## config.mk

```make
export PLATFORM = sky130hd
export DESIGN_NAME = pbf_seq
export DESIGN_NICKNAME = d
export VERILOG_FILES = /design/src/planar_bitmap_fill_engine_top_assert.svh /design/src/pbf_pkg.sv /design/src/pbf_seq.sv
export SDC_FILE = /design/constraint.sdc
export NUM_CORES = 1
export LEC_CHECK = 0
export ABC_AREA = 1
export BUFFER_PORTS_ARGS = -buffer_cell sky130_fd_sc_hd__buf_2
export CAP_MARGIN = 15
export CORE_MARGIN = 2
export CORE_UTILIZATION = 31
export CTS_CLUSTER_DIAMETER = 100
export DETAILED_ROUTE_END_ITERATION = 16
export HOLD_SLACK_MARGIN = 0.08
export SYNTH_ARGS = -nofsm -noshare
export SYNTH_HDL_FRONTEND = slang
export SYNTH_SLANG_ARGS = --single-unit
```

## constraint.sdc

```tcl
create_clock -name clock -period 12.71 [get_ports clock]
set_clock_uncertainty 0.15 [all_clocks]
set_input_delay 0 -clock clock [delete_from_list [all_inputs] [get_ports clock]]
set_output_delay 0 -clock clock [all_outputs]
set_load 0.01 [all_outputs]
```

## src/planar_bitmap_fill_engine_top_assert.svh

```systemverilog
// Assertion macros for the planar bitmap fill engine.
// Each macro samples on the rising edge of clock and is disabled while reset is high.
`ifndef PLANAR_BITMAP_FILL_ENGINE_TOP_ASSERT_SVH
`define PLANAR_BITMAP_FILL_ENGINE_TOP_ASSERT_SVH

// Same-cycle implication.
`define PBF_ASSERT_IMP(name, ante, cons) \
   name: assert property (@(posedge clock) disable iff (reset) (ante) |-> (cons)) \
      else $error("pbf assertion failed");

// Next-cycle implication.
`define PBF_ASSERT_NXT(name, ante, cons) \
   name: assert property (@(posedge clock) disable iff (reset) (ante) |=> (cons)) \
      else $error("pbf assertion failed");

// Condition that must never hold.
`define PBF_ASSERT_NEVER(name, expr) \
   name: assert property (@(posedge clock) disable iff (reset) !(expr)) \
      else $error("pbf assertion failed");

`endif

```

## src/pbf_pkg.sv

```systemverilog
`timescale 1ns / 1ps
package pbf_pkg;

   localparam int MODE_W          = 2;
   localparam int COORD_W         = 10;
   localparam int COLOR_W         = 4;
   localparam int RPLANE_W        = 2;
   localparam int ROFF_W          = 16;
   localparam int DATA_W          = 8;

   localparam int SCREEN_WIDTH_W  = 10;
   localparam int SCREEN_HEIGHT_W = 9;
   localparam int PLANE_COUNT_W   = 3;
   localparam int CSR_INDEX_W     = 2;
   localparam int CSR_DATA_W      = 10;

   localparam logic [SCREEN_WIDTH_W-1:0]  SCREEN_WIDTH_RESET  = 10'd640;
   localparam logic [SCREEN_HEIGHT_W-1:0] SCREEN_HEIGHT_RESET = 9'd480;
   localparam logic [PLANE_COUNT_W-1:0]   PLANE_COUNT_RESET   = 3'd4;

   localparam int SCREEN_WIDTH_MIN  = 8;
   localparam int SCREEN_HEIGHT_MIN = 1;
   localparam int PLANE_COUNT_MIN   = 1;
   localparam int PIXEL_SHIFT       = 3;

   localparam logic [CSR_INDEX_W-1:0] CSR_SCREEN_WIDTH  = 2'd0;
   localparam logic [CSR_INDEX_W-1:0] CSR_SCREEN_HEIGHT = 2'd1;
   localparam logic [CSR_INDEX_W-1:0] CSR_PLANE_COUNT   = 2'd2;

   localparam logic [MODE_W-1:0] MODE_PIXEL = 2'd0;
   localparam logic [MODE_W-1:0] MODE_FILL  = 2'd1;
   localparam logic [MODE_W-1:0] MODE_READ  = 2'd2;

   localparam logic [DATA_W-1:0] BYTE_ALL = 8'hff;
   localparam logic [2:0]        BIT_LAST = 3'd7;

   typedef enum logic [3:0] {
      ST_CLEAR,
      ST_IDLE,
      ST_SETUP,
      ST_START,
      ST_READ,
      ST_RDATA,
      ST_WALK,
      ST_NEXT,
      ST_RESP
   } seq_state_type;

   typedef struct packed {
      logic              rd_en;
      logic              mod_en;
      logic              set;
      logic [DATA_W-1:0] mask;
      logic              clr_en;
   } store_cmd_type;

   typedef struct packed {
      logic clearing;
      logic walking;
   } seq_status_type;

endpackage

```

## src/pbf_seq.sv

```systemverilog
`timescale 1ns / 1ps
module pbf_seq #(
   parameter int MAX_WIDTH  = 640,
   parameter int MAX_HEIGHT = 480,
   parameter int MAX_PLANES = 4
) (
   input  logic                                   clock,
   input  logic                                   reset,
   input  logic                                   req_valid,
   output logic                                   req_ready,
   input  logic [pbf_pkg::MODE_W-1:0]             req_mode,
   input  logic [pbf_pkg::COORD_W-1:0]            req_pos_x,
   input  logic [pbf_pkg::COORD_W-1:0]            req_pos_y,
   input  logic [pbf_pkg::COORD_W-1:0]            req_rect_width,
   input  logic [pbf_pkg::COORD_W-1:0]            req_rect_height,
   input  logic [pbf_pkg::COLOR_W-1:0]            req_color,
   input  logic [pbf_pkg::RPLANE_W-1:0]           req_read_plane,
   input  logic [pbf_pkg::ROFF_W-1:0]             req_read_offset,
   input  logic [$clog2(MAX_WIDTH/8+1)-1:0]       cfg_bpr,
   input  logic [$clog2(MAX_HEIGHT+1)-1:0]        cfg_rows,
   input  logic [$clog2(MAX_PLANES+1)-1:0]        cfg_planes,
   output logic                                   res_valid,
   input  logic                                   res_ready,
   output logic [pbf_pkg::DATA_W-1:0]             res_read_data,
   output logic                                   res_was_read,
   output logic [((MAX_WIDTH/8)*MAX_HEIGHT*MAX_PLANES > 1 ?
                  $clog2((MAX_WIDTH/8)*MAX_HEIGHT*MAX_PLANES) : 1)-1:0] mem_addr,
   output pbf_pkg::store_cmd_type                 mem_cmd,
   input  logic [pbf_pkg::DATA_W-1:0]             mem_rdata,
   output pbf_pkg::seq_status_type                status
);

   localparam int MAX_BPR = MAX_WIDTH / 8;
   localparam int BPR_W   = $clog2(MAX_BPR + 1);
   localparam int ROW_W   = $clog2(MAX_HEIGHT + 1);
   localparam int PCNT_W  = $clog2(MAX_PLANES + 1);
   localparam int PIDX_W  = (MAX_PLANES > 1) ? $clog2(MAX_PLANES) : 1;
   localparam int CEXT_W  = 1 << PIDX_W;
   localparam int BPP_W   = $clog2(MAX_BPR * MAX_HEIGHT + 1);
   localparam int DEPTH   = MAX_BPR * MAX_HEIGHT * MAX_PLANES;
   localparam int ADDR_W  = (DEPTH > 1) ? $clog2(DEPTH) : 1;
   localparam int XW      = BPR_W + pbf_pkg::PIXEL_SHIFT;
   localparam int CW      = ((XW > pbf_pkg::COORD_W) ? XW : pbf_pkg::COORD_W) + 1;
   localparam int YW      = ((ROW_W > pbf_pkg::COORD_W) ? ROW_W : pbf_pkg::COORD_W) + 1;
   localparam int PC_W    = (PCNT_W > pbf_pkg::RPLANE_W) ? PCNT_W : pbf_pkg::RPLANE_W;
   localparam int RO_W    = (BPP_W > pbf_pkg::ROFF_W) ? BPP_W : pbf_pkg::ROFF_W;
   localparam int RP_W    = pbf_pkg::RPLANE_W + BPP_W;
   localparam int RA_W    = ((RP_W > pbf_pkg::ROFF_W) ? RP_W : pbf_pkg::ROFF_W) + 1;
   localparam int BP_W    = BPR_W + ROW_W;
   localparam int RS_W    = YW + BPR_W;
   localparam logic [ADDR_W-1:0] CLR_LAST = ADDR_W'(DEPTH - 1);

   pbf_pkg::seq_state_type state_ff, state_in;

   logic [ADDR_W-1:0]                clr_addr_ff, clr_addr_in;
   logic [pbf_pkg::MODE_W-1:0]       mode_ff, mode_in;
   logic [pbf_pkg::COORD_W-1:0]      x_ff, x_in;
   logic [pbf_pkg::COORD_W-1:0]      y_ff, y_in;
   logic [pbf_pkg::COORD_W-1:0]      w_ff, w_in;
   logic [pbf_pkg::COORD_W-1:0]      h_ff, h_in;
   logic [pbf_pkg::COLOR_W-1:0]      color_ff, color_in;
   logic [pbf_pkg::RPLANE_W-1:0]     rplane_ff, rplane_in;
   logic [pbf_pkg::ROFF_W-1:0]       roff_ff, roff_in;
   logic [BPR_W-1:0]                 first_b_ff, first_b_in;
   logic [BPR_W-1:0]                 last_b_ff, last_b_in;
   logic [pbf_pkg::DATA_W-1:0]       fmask_ff, fmask_in;
   logic [pbf_pkg::DATA_W-1:0]       lmask_ff, lmask_in;
   logic [ROW_W-1:0]                 rows_left_ff, rows_left_in;
   logic [BPP_W-1:0]                 bpp_ff, bpp_in;
   logic [ADDR_W-1:0]                row_start_ff, row_start_in;
   logic [ADDR_W-1:0]                line_start_ff, line_start_in;
   logic [ADDR_W-1:0]                addr_ff, addr_in;
   logic [BPR_W-1:0]                 byte_ff, byte_in;
   logic [PIDX_W-1:0]                plane_ff, plane_in;
   logic                             walk_ff, walk_in;
   logic [pbf_pkg::DATA_W-1:0]       res_data_ff, res_data_in;
   logic                             res_read_ff, res_read_in;

   logic [CW-1:0]     scr_w, x_c, w_c, w_room, w_clip, last_x;
   logic [YW-1:0]     scr_h, y_c, h_c, h_room, h_clip;
   logic              on_screen;
   logic [BP_W-1:0]   bpp_prod;
   logic [RS_W-1:0]   rs_prod;
   logic [RP_W-1:0]   rp_prod;
   logic [RA_W-1:0]   rd_sum;
   logic              rd_ok;
   logic              last_byte, last_plane, last_row;
   logic [CEXT_W-1:0] color_ext;
   logic [pbf_pkg::DATA_W-1:0] walk_mask;

   // Clip the span and lay out the walk.
   always_comb begin
      scr_w     = CW'({cfg_bpr, 3'b000});
      x_c       = CW'(x_ff);
      w_c       = CW'(w_ff);
      w_room    = scr_w - x_c;
      scr_h     = YW'(cfg_rows);
      y_c       = YW'(y_ff);
      h_c       = YW'(h_ff);
      h_room    = scr_h - y_c;
      on_screen = (x_c < scr_w) && (y_c < scr_h);
      if (mode_ff == pbf_pkg::MODE_PIXEL) begin
         w_clip = CW'(1);
         h_clip = YW'(1);
      end else begin
         w_clip = (w_c > w_room) ? w_room : w_c;
         h_clip = (h_c > h_room) ? h_room : h_c;
      end
      last_x   = x_c + w_clip - CW'(1);
      bpp_prod = BP_W'(cfg_bpr) * BP_W'(cfg_rows);
      rs_prod  = RS_W'(y_c) * RS_W'(cfg_bpr);
   end

   // Resolve the read address.
   always_comb begin
      rp_prod = RP_W'(rplane_ff) * RP_W'(bpp_ff);
      rd_sum  = RA_W'(rp_prod) + RA_W'(roff_ff);
      rd_ok   = (PC_W'(rplane_ff) < PC_W'(cfg_planes)) && (RO_W'(roff_ff) < RO_W'(bpp_ff));
   end

   always_comb begin
      last_byte  = (byte_ff == last_b_ff);
      last_plane = (PCNT_W'(plane_ff) == (cfg_planes - PCNT_W'(1)));
      last_row   = (rows_left_ff == ROW_W'(1));
      color_ext  = CEXT_W'(color_ff);
      walk_mask  = pbf_pkg::BYTE_ALL;
      if (byte_ff == first_b_ff) begin
         walk_mask = walk_mask & fmask_ff;
      end
      if (last_byte) begin
         walk_mask = walk_mask & lmask_ff;
      end
   end

   always_comb begin
      state_in = state_ff;
      case (state_ff)
         pbf_pkg::ST_CLEAR: begin
            if (clr_addr_ff == CLR_LAST) begin
               state_in = pbf_pkg::ST_IDLE;
            end
         end
         pbf_pkg::ST_IDLE: begin
            if (req_valid) begin
               state_in = pbf_pkg::ST_SETUP;
            end
         end
         pbf_pkg::ST_SETUP: begin
            state_in = pbf_pkg::ST_START;
         end
         pbf_pkg::ST_START: begin
            if (mode_ff == pbf_pkg::MODE_READ) begin
               state_in = rd_ok ? pbf_pkg::ST_READ : pbf_pkg::ST_RESP;
            end else if (walk_ff) begin
               state_in = pbf_pkg::ST_WALK;
            end else begin
               state_in = pbf_pkg::ST_RESP;
            end
         end
         pbf_pkg::ST_READ: begin
            state_in = pbf_pkg::ST_RDATA;
         end
         pbf_pkg::ST_RDATA: begin
            state_in = pbf_pkg::ST_RESP;
         end
         pbf_pkg::ST_WALK: begin
            if (last_byte) begin
               state_in = (last_plane && last_row) ? pbf_pkg::ST_RESP : pbf_pkg::ST_NEXT;
            end
         end
         pbf_pkg::ST_NEXT: begin
            state_in = pbf_pkg::ST_WALK;
         end
         pbf_pkg::ST_RESP: begin
            if (res_ready) begin
               state_in = pbf_pkg::ST_IDLE;
            end
         end
         default: begin
            state_in = pbf_pkg::ST_IDLE;
         end
      endcase
   end

   always_comb begin
      req_ready      = 1'b0;
      res_valid      = 1'b0;
      mem_addr       = addr_ff;
      mem_cmd.rd_en  = 1'b0;
      mem_cmd.mod_en = 1'b0;
      mem_cmd.set    = color_ext[plane_ff];
      mem_cmd.mask   = walk_mask;
      mem_cmd.clr_en = 1'b0;
      status.clearing = 1'b0;
      status.walking  = 1'b0;
      case (state_ff)
         pbf_pkg::ST_CLEAR: begin
            mem_addr        = clr_addr_ff;
            mem_cmd.clr_en  = 1'b1;
            status.clearing = 1'b1;
         end
         pbf_pkg::ST_IDLE: begin
            req_ready = 1'b1;
         end
         pbf_pkg::ST_READ: begin
            mem_cmd.rd_en = 1'b1;
         end
         pbf_pkg::ST_WALK: begin
            mem_cmd.rd_en  = 1'b1;
            mem_cmd.mod_en = 1'b1;
            status.walking = 1'b1;
         end
         pbf_pkg::ST_NEXT: begin
            status.walking = 1'b1;
         end
         pbf_pkg::ST_RESP: begin
            res_valid = 1'b1;
         end
         default: begin
            req_ready = 1'b0;
         end
      endcase
   end

   always_comb begin
      clr_addr_in   = clr_addr_ff;
      mode_in       = mode_ff;
      x_in          = x_ff;
      y_in          = y_ff;
      w_in          = w_ff;
      h_in          = h_ff;
      color_in      = color_ff;
      rplane_in     = rplane_ff;
      roff_in       = roff_ff;
      first_b_in    = first_b_ff;
      last_b_in     = last_b_ff;
      fmask_in      = fmask_ff;
      lmask_in      = lmask_ff;
      rows_left_in  = rows_left_ff;
      bpp_in        = bpp_ff;
      row_start_in  = row_start_ff;
      line_start_in = line_start_ff;
      addr_in       = addr_ff;
      byte_in       = byte_ff;
      plane_in      = plane_ff;
      walk_in       = walk_ff;
      res_data_in   = res_data_ff;
      res_read_in   = res_read_ff;
      case (state_ff)
         pbf_pkg::ST_CLEAR: begin
            clr_addr_in = clr_addr_ff + ADDR_W'(1);
         end
         pbf_pkg::ST_IDLE: begin
            if (req_valid) begin
               mode_in   = req_mode;
               x_in      = req_pos_x;
               y_in      = req_pos_y;
               w_in      = req_rect_width;
               h_in      = req_rect_height;
               color_in  = req_color;
               rplane_in = req_read_plane;
               roff_in   = req_read_offset;
            end
         end
         pbf_pkg::ST_SETUP: begin
            first_b_in   = BPR_W'(x_c >> pbf_pkg::PIXEL_SHIFT);
            last_b_in    = BPR_W'(last_x >> pbf_pkg::PIXEL_SHIFT);
            fmask_in     = pbf_pkg::BYTE_ALL >> x_c[2:0];
            lmask_in     = pbf_pkg::BYTE_ALL << (pbf_pkg::BIT_LAST - last_x[2:0]);
            rows_left_in = ROW_W'(h_clip);
            bpp_in       = BPP_W'(bpp_prod);
            row_start_in = ADDR_W'(rs_prod);
            walk_in      = ((mode_ff == pbf_pkg::MODE_PIXEL) || (mode_ff == pbf_pkg::MODE_FILL))
                           && on_screen && (w_clip != '0) && (h_clip != '0);
         end
         pbf_pkg::ST_START: begin
            res_data_in = '0;
            res_read_in = (mode_ff == pbf_pkg::MODE_READ);
            if (mode_ff == pbf_pkg::MODE_READ) begin
               addr_in = ADDR_W'(rd_sum);
            end else begin
               addr_in = row_start_ff + ADDR_W'(first_b_ff);
            end
            line_start_in = row_start_ff;
            byte_in       = first_b_ff;
            plane_in      = '0;
         end
         pbf_pkg::ST_RDATA: begin
            res_data_in = mem_rdata;
         end
         pbf_pkg::ST_WALK: begin
            if (!last_byte) begin
               byte_in = byte_ff + BPR_W'(1);
               addr_in = addr_ff + ADDR_W'(1);
            end else if (!last_plane) begin
               plane_in      = plane_ff + PIDX_W'(1);
               line_start_in = line_start_ff + ADDR_W'(bpp_ff);
            end else begin
               rows_left_in  = rows_left_ff - ROW_W'(1);
               plane_in      = '0;
               row_start_in  = row_start_ff + ADDR_W'(cfg_bpr);
               line_start_in = row_start_ff + ADDR_W'(cfg_bpr);
            end
         end
         pbf_pkg::ST_NEXT: begin
            addr_in = line_start_ff + ADDR_W'(first_b_ff);
            byte_in = first_b_ff;
         end
         default: begin
            walk_in = walk_ff;
         end
      endcase
   end

   always_ff @(posedge clock) begin
      if (reset) begin
         state_ff    <= pbf_pkg::ST_CLEAR;
         clr_addr_ff <= '0;
      end else begin
         state_ff    <= state_in;
         clr_addr_ff <= clr_addr_in;
      end
      mode_ff       <= mode_in;
      x_ff          <= x_in;
      y_ff          <= y_in;
      w_ff          <= w_in;
      h_ff          <= h_in;
      color_ff      <= color_in;
      rplane_ff     <= rplane_in;
      roff_ff       <= roff_in;
      first_b_ff    <= first_b_in;
      last_b_ff     <= last_b_in;
      fmask_ff      <= fmask_in;
      lmask_ff      <= lmask_in;
      rows_left_ff  <= rows_left_in;
      bpp_ff        <= bpp_in;
      row_start_ff  <= row_start_in;
      line_start_ff <= line_start_in;
      addr_ff       <= addr_in;
      byte_ff       <= byte_in;
      plane_ff      <= plane_in;
      walk_ff       <= walk_in;
      res_data_ff   <= res_data_in;
      res_read_ff   <= res_read_in;
   end

   assign res_read_data = res_data_ff;
   assign res_was_read  = res_read_ff;

endmodule

```

==> reports/qor.yml, run 1 <==
synth_area_um2: 19820
cts-buffers-inserted: 29
synth_async_sr_flop_share_pct: 0
io_buffers: 137
grt_pass1_wl_um: 91160
cp_slowest_stage_delay_ns: 0.41
drt-initial-drc-count: 1221
firstDrtPassIters: 5
synth_ff_type: "edfxtp_1"
fp.dieH_um: 256.8
dp.cells: 3431
antenna_found_initial: 0
grtUsageTotal_pct: 17.20
clk_pin_slew_ns: 0.06
start_util_pct: 31.41
design_area_um2: 23700
ios: 138
crit_path_start_kind: "register"
post-route-drc-count: 0
end_kind: "register"
yosysMostFrequentCell: "nand2_1"
area_growth_pct: 19.62
fmax_mhz: 205.1
r2r_setup_slack_ns: 7.83
finalNetCount: 3152
synth_warnings: 0
ys_top_cells_by_area: "edfxtp_1 29%, ha_1 13%, nand2_1 10%, fa_1 9.6%, inv_1 8.9%"
cts_buffer_depth: 3
cts_sinks: 212
slew_violations: 0
fin_tns_setup_ns: 0
p_int_mw: 1.571
period_share_pct: 38.37
yosys.area.top_type: "edfxtp_1"
peakVddDrop_v: 0.0001044
wl_um: 56530
num_antenna_cells: 0
worstPathMaxFanout: 11
post_cts_buffers: 0
synth_cells: 2501
final.setup.worst_slack_ns: 7.834
p_per_area_nw_per_um2: 101.5
place_ws_ns: 7.813
synth_top_area_share_pct: 28.79
grt_pass1_vias: 17267
drtAntennaViolNets: 0
seq_area_frac_synth_pct: 31.02
wl_per_cell_um: 15.57
hpwlAfterDp_um: 43840
top_layer: "met4"
finalSetupViolCount: 0
ys_seq_elements: 212
status: "complete, no violations"
drive_above_1_share_pct: 8.908
row_count: 92
min_period_ns: 4.876
cp_slowest_cell: "fa_1"
hp-class: "in2reg"
worstPathRequired_ns: 12.87
power_frac_comb_pct: 34.0
fillerInstances: 6622
syn_area_per_cell_um2: 7.923
seq_power_share_pct: 34.0
clk_latency_ns: 0.57
ys_types: 61
synth_fp_nets: 2891
power_frac_clock_pct: 32.0
placed_area_um2: 21370
core_um2: 63080
instances_no_fill: 3630
cpMostUsedCell: "nand2_1"
die_area_um2: 65960
grt_max_degree: 61
p_leak_nw: 11.30
route.met3.wl_um: 3017
power.switching_uw: 833.9
h-tree-depth: 1
relSlewSlack_pct: 31.05
p_sw_share_pct: 34.68
synth_edf_count: 190
wl_met2_um: 26140
cts_tree: "done"
die_w_um: 256.8
root_buffer: "clkbuf_16"
wl_met1_um: 25790
cap_violations: 0
tightest_slew_ns: 1.034
worstPathArrival_ns: 5.04
gp_congestion: 0.9055
viasPerCell: 4.778
fin_util_pct: 37.58
vias: 17343
final-hold-violation-count: 0
rsz0062_at_grt: "false"
synth_common_cells: "553 x nand2_1, 470 x inv_1, 200 x ha_1, 190 x edfxtp_1, 165 x a21oi_1"
grt_overflow_total: 0
criticalPathCategory: "reg2reg"
sequential cells by signal, summed over array words and instances, names as in the netlist:
signal,cells
first_b_ff,7
byte_ff,7
clr_addr_ff,18
color_ext,4
mode_ff,2
line_start_ff,18
y_ff,10
last_b_ff,7
addr_ff,18
state_ff,4
x_ff,10
roff_ff,16
row_start_ff,18
rplane_ff,2
rows_left_ff,9
fmask_ff,7
lmask_ff,7
res_read_data,8
walk_ff,1
res_was_read,1
w_ff,10
plane_ff,2
h_ff,10
bpp_ff,16
worst max-delay path: cells and delay by family (launching register included):
kind	cells	cell delay, ns
fa+ha+maj	5	1.52
simple gates	14	1.29
compound gates	3	0.58
xor+xnor	3	0.50
buf+inv	3	0.21
flops	1	0.39
placed cells by master, fill, tap and decap left out, types with 10 or more instances in the layout:
cell type,synthesis,routed
edfxtp_1,190,190
a21oi_1,165,165
clkbuf_16,0,29
a31oi_1,11,11
dfxtp_1,22,22
inv_1,470,469
o21ai_0,137,136
nand2_1,553,552
buf_2,2,137
o211ai_1,13,13
nor3_1,32,32
dlygate4sd3_1,0,145
nor2_1,163,162
nor2_2,11,11
or2_2,10,10
o21bai_1,12,12
fa_1,95,95
nand3_1,117,117
ha_1,200,200
nand4_1,37,37
xnor2_1,23,23
xor2_1,73,73
metal layers:
metal,up-vias,GRT usage [%]
li1,8704,-
met1,8125,22.63
met2,443,29.32
met3,71,2.353
met4,0,5.055
met5,-,0
timing repair:
| item | in CTS | in global routing |
|---|---|---|
| resized for setup | 0 | 0 |
| hold buffers | 145 | 0 |
| endpoints found under the hold margin | 102 | 0 |
| endpoints found under the setup margin | 0 | 0 |
cell type report:
class                   count  area, um^2  share of cell area (%)
multi-input cells        1754       11640                   49.09
repair buffers            291        2205                   9.301
clock inverters            15       116.4                  0.4909
flip-flops and latches    212        6146                   25.93
clock buffers              38       759.5                   3.204
well taps                 846        1059                   4.466
inverters                 474        1782                   7.517
through the flow:
stage | total power [mW] | hold slack [ns]
2_1_floorplan | 1.409 | -0.05113
3_3_place_gp | 1.603 | 0.02763
3_5_place_dp | 1.610 | 0.02808
4_1_cts | 2.427 | 0.08360
5_1_grt | 2.588 | 0.1288
6_report | 2.405 | 0.1223
worst paths after layout:
path / from / to / depth (start not counted)
setup / recovery: x_ff[4]$_DFFE_PP_ / last_b_ff[6]$_DFFE_PP_ / 28
hold / removal: mem_rdata[1] / res_read_data[1]$_SDFFCE_PN0P_ / 4
setup reg to reg: x_ff[4]$_DFFE_PP_ / last_b_ff[6]$_DFFE_PP_ / 28
hold reg to reg: x_ff[3]$_DFFE_PP_ / first_b_ff[0]$_DFFE_PP_ / 0
power by group through the flow:
| stage | logic, mW | clock network, mW | registers (mW) |
|---|---|---|---|
| final | 0.818 | 0.769 | 0.818 |
| after global routing | 0.951 | 0.818 | 0.819 |
| after CTS | 0.817 | 0.792 | 0.818 |
| after detailed placement | 0.778 | 0 | 0.832 |
| after global placement | 0.771 | 0 | 0.832 |
| after floorplan | 0.583 | 0 | 0.825 |
cells by family after synthesis:
logic type | share of synthesized area, %
adders and majority gates | 22.23
AOI/OAI and AO/OA | 11.33
buffers and inverters | 10.36
xor gates and xnor gates | 4.243
and+or+nand+nor | 20.82
DFF | 31.02
Power figures use the tool's default switching activity.
==> run 2: changes to the inputs <==
==> constraint.sdc (replaced) <==
create_clock -name clock -period 4.2 [get_ports clock]
set_clock_uncertainty 0.15 [all_clocks]
set_input_delay 0 -clock clock [delete_from_list [all_inputs] [get_ports clock]]
set_output_delay 0 -clock clock [all_outputs]
set_load 0.01 [all_outputs]
==> run 2 against run 1 <==
  * The flow now finishes with violations (setup timing)
  * Worst hold slack improved by 0.020 ns
  * Sequential share of layout area decreased by 2.4 points
  * Combinational power increased to 4.3 times the previous value
  * Global-route usage increased by 0.59 points
  * Total power increased to 3.5 times the previous value
  * Largest power group is now combinational logic
==> reports/qor.yml, run 2 (synthesis results as in run 1) <==
status: "finished with violations"
failed_checks: "setup timing"
worstPathMaxFanout: 6  # -5
vias: 17869  # +3.0%
grt_max_degree: 65  # +6.6%
mostFrequentLayoutCell: "nand2_1"
io_buffers: 137  # unchanged
finalNetCount: 3331  # +5.7%
clk_latency_ns: 0.58  # about the same
cap_violations: 0  # unchanged
cts-buffers-inserted: 28  # -3.4%
worstPathArrival_ns: 4.54  # -0.50 ns
cts_buffer_depth: 3  # unchanged
fmax_mhz: 229.3  # +12%
peakVddDrop_v: 0.0003014  # +190%
row_count: 92  # unchanged
min_period_ns: 4.361  # -0.5153 ns
clk_pin_slew_ns: 0.06  # about the same
die_w_um: 256.8  # unchanged
dp.cells: 3573  # +4.1%
die_area_um2: 65960  # unchanged
p_total_mw: 8.329  # +250%
start_util_pct: 31.41  # unchanged
hpwlAfterDp_um: 45680  # +4.2%
viasPerCell: 4.692  # -1.8%
cts_sinks: 212  # unchanged
end_kind: "register"
relSlewSlack_pct: 28.92  # -2.1 points
finalSetupViolCount: 10  # +10
p_leak_nw: 12.27  # +8.6%
slew_violations: 0  # unchanged
core_um2: 63080  # unchanged
fin_util_pct: 41.38  # +3.8 points
root_buffer: "clkbuf_16"
tightest_slew_ns: 1.066  # +0.03202 ns
cts_tree: "done"
p_per_area_nw_per_um2: 319.1  # +210%
crit_path_start_kind: "register"
drtAntennaViolNets: 0  # unchanged
layout_common_cells: "521 x nand2_1, 443 x inv_1, 190 x edfxtp_1, 166 x ha_1, 160 x buf_4"
area_growth_pct: 31.72
num_antenna_cells: 0  # unchanged
final.setup.worst_slack_ns: -0.1611  # -7.995 ns
grt_overflow_total: 0  # unchanged
grt_pass1_vias: 17796  # +3.1%
fp.dieH_um: 256.8  # unchanged
drive_above_1_share_pct: 19.48  # +11 points
h-tree-depth: 1  # unchanged
ios: 138  # unchanged
rsz0062_at_grt: "true"
hp-class: "in2reg"
wl_per_cell_um: 15.59  # about the same
firstDrtPassIters: 7  # +2
instances_no_fill: 3808  # +4.9%
grtUsageTotal_pct: 17.79  # +0.59 points
final-hold-violation-count: 0  # unchanged
rr_worst_depth: 19  # -32%
post-route-drc-count: 0  # unchanged
criticalPathCategory: "reg2reg"
antenna_found_initial: 0  # unchanged
wl_um: 59350  # +5.0%
period_share_pct: 103.8  # +65 points
grt_pass1_wl_um: 94760  # +4.0%
worstPathRequired_ns: 4.38  # -8.49 ns
holdPathStages: 4  # unchanged
drt-initial-drc-count: 1394  # +14%
gp_congestion: 0.9049  # about the same
[run 2: cell count changes in the layout (fill, tap and decap cells not counted), sizes merged]
| cell | delta |
|---|---|
| clkbuf | +5 |
| buf | +170 |
| clkinv | -5 |
| inv | -2 |
| nand3 | +1 |
| dlygate4sd3 | +7 |
| nand2 | +2 |
[run 2: routing by layer]
layer  vias up  global-route usage [%]  wire, um  part of all wire (%)
met5         -                       0         0                     0
met4         0                   4.587      1435                   2.4
met3        79                   2.284      2960                   5.0
met2       385                   31.13     28330                    48
met1      8349                   23.08     26620                    45
li1       9056                       -         -                     -
[run 2: final timing paths]
kind	startpoint	endpoint	slack, ns
worst max-delay path	y_ff[2]$_DFFE_PP_	row_start_ff[14]$_DFFE_PP_	-0.16
worst min-delay path	mem_rdata[4]	res_read_data[4]$_SDFFCE_PN0P_	0.14
worst max register to register	y_ff[2]$_DFFE_PP_	row_start_ff[14]$_DFFE_PP_	-0.16
worst min register to register	x_ff[6]$_DFFE_PP_	first_b_ff[3]$_DFFE_PP_	0.30
[run 2: metrics by stage]
step	setup slack (ns)	instance area, um^2	setup TNS, ns	hold slack, ns
floorplan	-0.04842	20010	-0.07559	-0.05113
global placement	-0.2203	22610	-1.596	0.02684
detailed placement	-0.3373	22610	-2.571	0.02817
CTS	-0.1348	25540	-0.6786	0.08537
global route	-0.4541	26100	-3.456	0.1308
finish	-0.1611	26100	-0.8268	0.1421
[run 2: critical path, cell delays in order (launching register included)]
cell	delay [ns]
edfxtp_1	0.51
buf_4	0.17
nand2_1	0.06
fa_1	0.50
fa_2	0.45
fa_1	0.51
inv_2	0.04
fa_1	0.47
ha_4	0.32
nand2_2	0.06
o21ai_2	0.16
inv_1	0.08
o21ai_2	0.17
nand2_1	0.08
nand2_2	0.06
inv_2	0.04
o21ai_2	0.12
nand2_1	0.06
nand2_1	0.05
o21ai_1	0.05
[run 2: layout make-up]
type	count	area, um^2
Clock buffer	43	788.3
Clock inverter	8	78.83
Fill cell	6399	36980
Inverter	474	1784
Multi-Input combinational cell	1757	12570
Sequential cell	212	6146
Tap cell	846	1059
Timing Repair Buffer	468	3672
[run 2: power breakdown]
part	switching, mW	internal, mW
logic	1.86	1.66
registers	0.0337	2.44
clock network	0.986	1.35
[run 2: what timing repair did]
| item | in CTS | in global routing |
|---|---|---|
| pin swaps | 71 | 77 |
| hold buffers | 152 | 0 |
| resized for setup | 76 | 124 |
| buffers inserted | 21 | 11 |
| endpoints found under the hold margin | 98 | 0 |
| gates cloned | 1 | 2 |
| endpoints found under the setup margin | 12 | 28 |
==> run 3: changes to the inputs <==
==> constraint.sdc (replaced) <==
create_clock -name clock -period 4.23 [get_ports clock]
set_clock_uncertainty 0.15 [all_clocks]
set_input_delay 0 -clock clock [delete_from_list [all_inputs] [get_ports clock]]
set_output_delay 0 -clock clock [all_outputs]
set_load 0.01 [all_outputs]
==> run 3 against run 2 <==
  * The flow still finishes with violations (setup timing)
  * Sequential share of layout area grew 0.21 points
  * Fmax fell by 0.32%
  * Final cell count shrank 0.45%
  * Die area did not move
  * Critical path type unchanged
  * Largest power group unchanged
  * Highest routed layer unchanged
==> reports/qor.yml, run 3 (synthesis results as in run 1) <==
io_buffers: 137  # unchanged
placed_area_um2: 22430  # -0.79%
dp.cells: 3554  # -0.53%
die_w_um: 256.8  # unchanged
finalSetupViolCount: 9  # -1
rr_startpoint: "x_ff[3]$_DFFE_PP_"
rsz0062_at_grt: "true"
slew_violations: 0  # unchanged
core_um2: 63080  # unchanged
regToRegEndpoint: "last_b_ff[6]$_DFFE_PP_"
layout_common_cells: "524 x nand2_1, 449 x inv_1, 190 x edfxtp_1, 171 x ha_1, 158 x nor2_1"
vias: 18025  # +0.87%
cap_violations: 0  # unchanged
instances_no_fill: 3791  # -0.45%
hp-class: "in2reg"
cp_slowest_cell: "fa_2"
clk_latency_ns: 0.59  # about the same
failed_checks: "setup timing"
tightest_slew_ns: 1.082  # +0.01599 ns
grt_overflow_total: 0  # unchanged
criticalPathCategory: "reg2reg"
worstPathRequired_ns: 4.42  # +0.04 ns
root_buffer: "clkbuf_16"
clk_pin_slew_ns: 0.06  # about the same
antenna_found_initial: 1  # +1
firstDrtPassIters: 5  # -2
design_area_um2: 25870  # -0.89%
die_area_um2: 65960  # unchanged
drive_above_1_share_pct: 18.41  # -1.1 points
holdPathStages: 4  # unchanged
final.setup.worst_slack_ns: -0.1450  # +0.01602 ns
start_util_pct: 31.41  # unchanged
worstPathMaxFanout: 8  # +2
worstPathArrival_ns: 4.57  # +0.03 ns
viasPerCell: 4.755  # +1.3%
wl_per_cell_um: 15.78  # +1.2%
drtAntennaViolNets: 0  # unchanged
end_kind: "register"
relSlewSlack_pct: 27.59  # -1.3 points
cp_slowest_stage_delay_ns: 0.38  # -0.13 ns
post-route-drc-count: 0  # unchanged
h-tree-depth: 1  # unchanged
ios: 138  # unchanged
row_count: 92  # unchanged
hpwlAfterDp_um: 46020  # +0.76%
drt-initial-drc-count: 1223  # -12%
fmax_mhz: 228.6  # -0.32%
final-hold-violation-count: 0  # unchanged
cts_sinks: 212  # unchanged
cts-buffers-inserted: 28  # unchanged
gp_congestion: 0.9088  # +0.43%
p_per_area_nw_per_um2: 308.9  # -3.2%
p_leak_nw: 12.18  # -0.80%
peakVddDrop_v: 0.0002424  # -20%
period_share_pct: 103.4  # -0.41 points
min-delay-start: "mem_rdata[0]"
fin_util_pct: 41.01  # -0.37 points
min_period_ns: 4.375  # +0.01398 ns
status: "finished with violations"
place_ws_ns: -0.2479  # +0.08949 ns
fillerInstances: 6363  # -0.56%
grt_pass1_vias: 17717  # -0.44%
grt_pass1_wl_um: 94370  # -0.41%
fp.dieH_um: 256.8  # unchanged
rr_worst_depth: 29  # +10
crit_path_start_kind: "register"
r2r_setup_slack_ns: -0.15  # +0.02 ns
wl_um: 59810  # +0.77%
finalNetCount: 3312  # -0.57%
cts_buffer_depth: 3  # unchanged
grtUsageTotal_pct: 17.76  # -0.034 points
area_growth_pct: 30.54
grt_max_degree: 65  # unchanged
cts_tree: "done"
mostFrequentLayoutCell: "nand2_1"
holdPathEnd: "res_read_data[0]$_SDFFCE_PN0P_"
startpoint: "x_ff[3]$_DFFE_PP_"
[run 3: cell count changes in the layout (fill, tap and decap cells not counted), sizes merged]
cell         before  now
buf             316  305
clkbuf           43   33
clkinv            5   11
dlygate4sd3     152  146
clkinvlp          0    5
nand2           563  561
bufinv            1    2
diode             0    1
inv             476  475
[run 3: per-stage QoR]
stage               TNS (ns)  hold slack (ns)  power (mW)
floorplan           -0.01127         -0.05113       4.282
global placement      -1.305          0.02713       5.117
detailed placement    -2.305          0.02808       5.143
CTS                  -0.3767          0.08366       7.798
global route          -3.425           0.1185       8.542
finish               -0.7730           0.1191       7.992
[run 3: metal layers]
layer / wire, um / GRT usage [%]
met1: 26680 / 23.05
met2: 28360 / 30.99
met3: 3143 / 2.353
met4: 1627 / 4.619
met5: 0 / 0
[run 3: worst max-delay path by stage]
stage | endpoint | slack, ns | cells past startpoint
2_1_floorplan | row_start_ff[14]$_DFFE_PP_ | -0.008 | 21
3_3_place_gp | last_b_ff[6]$_DFFE_PP_ | -0.22 | 28
3_5_place_dp | last_b_ff[6]$_DFFE_PP_ | -0.25 | 28
4_1_cts | last_b_ff[6]$_DFFE_PP_ | -0.10 | 28
5_1_grt | last_b_ff[6]$_DFFE_PP_ | -0.43 | 29
6_report | last_b_ff[6]$_DFFE_PP_ | -0.15 | 29
[run 3: layout make-up]
| type | instances | area, um^2 | share of cell area (%) |
|---|---|---|---|
| sequential | 212 | 6146 | 23.76 |
| multi-input combinational | 1755 | 12470 | 48.20 |
| timing repair buffer | 451 | 3511 | 13.57 |
| tap | 846 | 1059 | 4.092 |
| clock inverter | 19 | 175.2 | 0.6772 |
| inverter | 474 | 1787 | 6.907 |
| antenna | 1 | 2.502 | 0.009674 |
| clock buffer | 33 | 719.4 | 2.781 |
[run 3: where the power goes]
group | internal [mW] | total (mW) | switching, mW
combinational | 1.49 | 3.20 | 1.71
sequential | 2.42 | 2.45 | 0.0313
clock | 1.34 | 2.34 | 0.998
[run 3: timing repair]
| item | CTS | global route |
|---|---|---|
| pin swaps | 45 | 63 |
| hold buffers | 146 | 0 |
| gates resized for setup | 60 | 109 |
| buffers inserted | 19 | 20 |
| endpoints found under the setup margin | 12 | 27 |
| gates cloned | 0 | 1 |
| hold endpoints to repair | 163 | 0 |
[run 3: critical path, delay by kind of cell, from the launching register on]
| kind | cells | cell delay, ns |
|---|---|---|
| adder cells (fa/ha/maj) | 5 | 1.41 |
| XOR/XNOR | 3 | 0.55 |
| buffers and inverters | 4 | 0.21 |
| AND/OR/NAND/NOR | 16 | 1.33 |
| AO/OA/AOI/OAI | 1 | 0.10 |
| flip-flops | 1 | 0.36 |
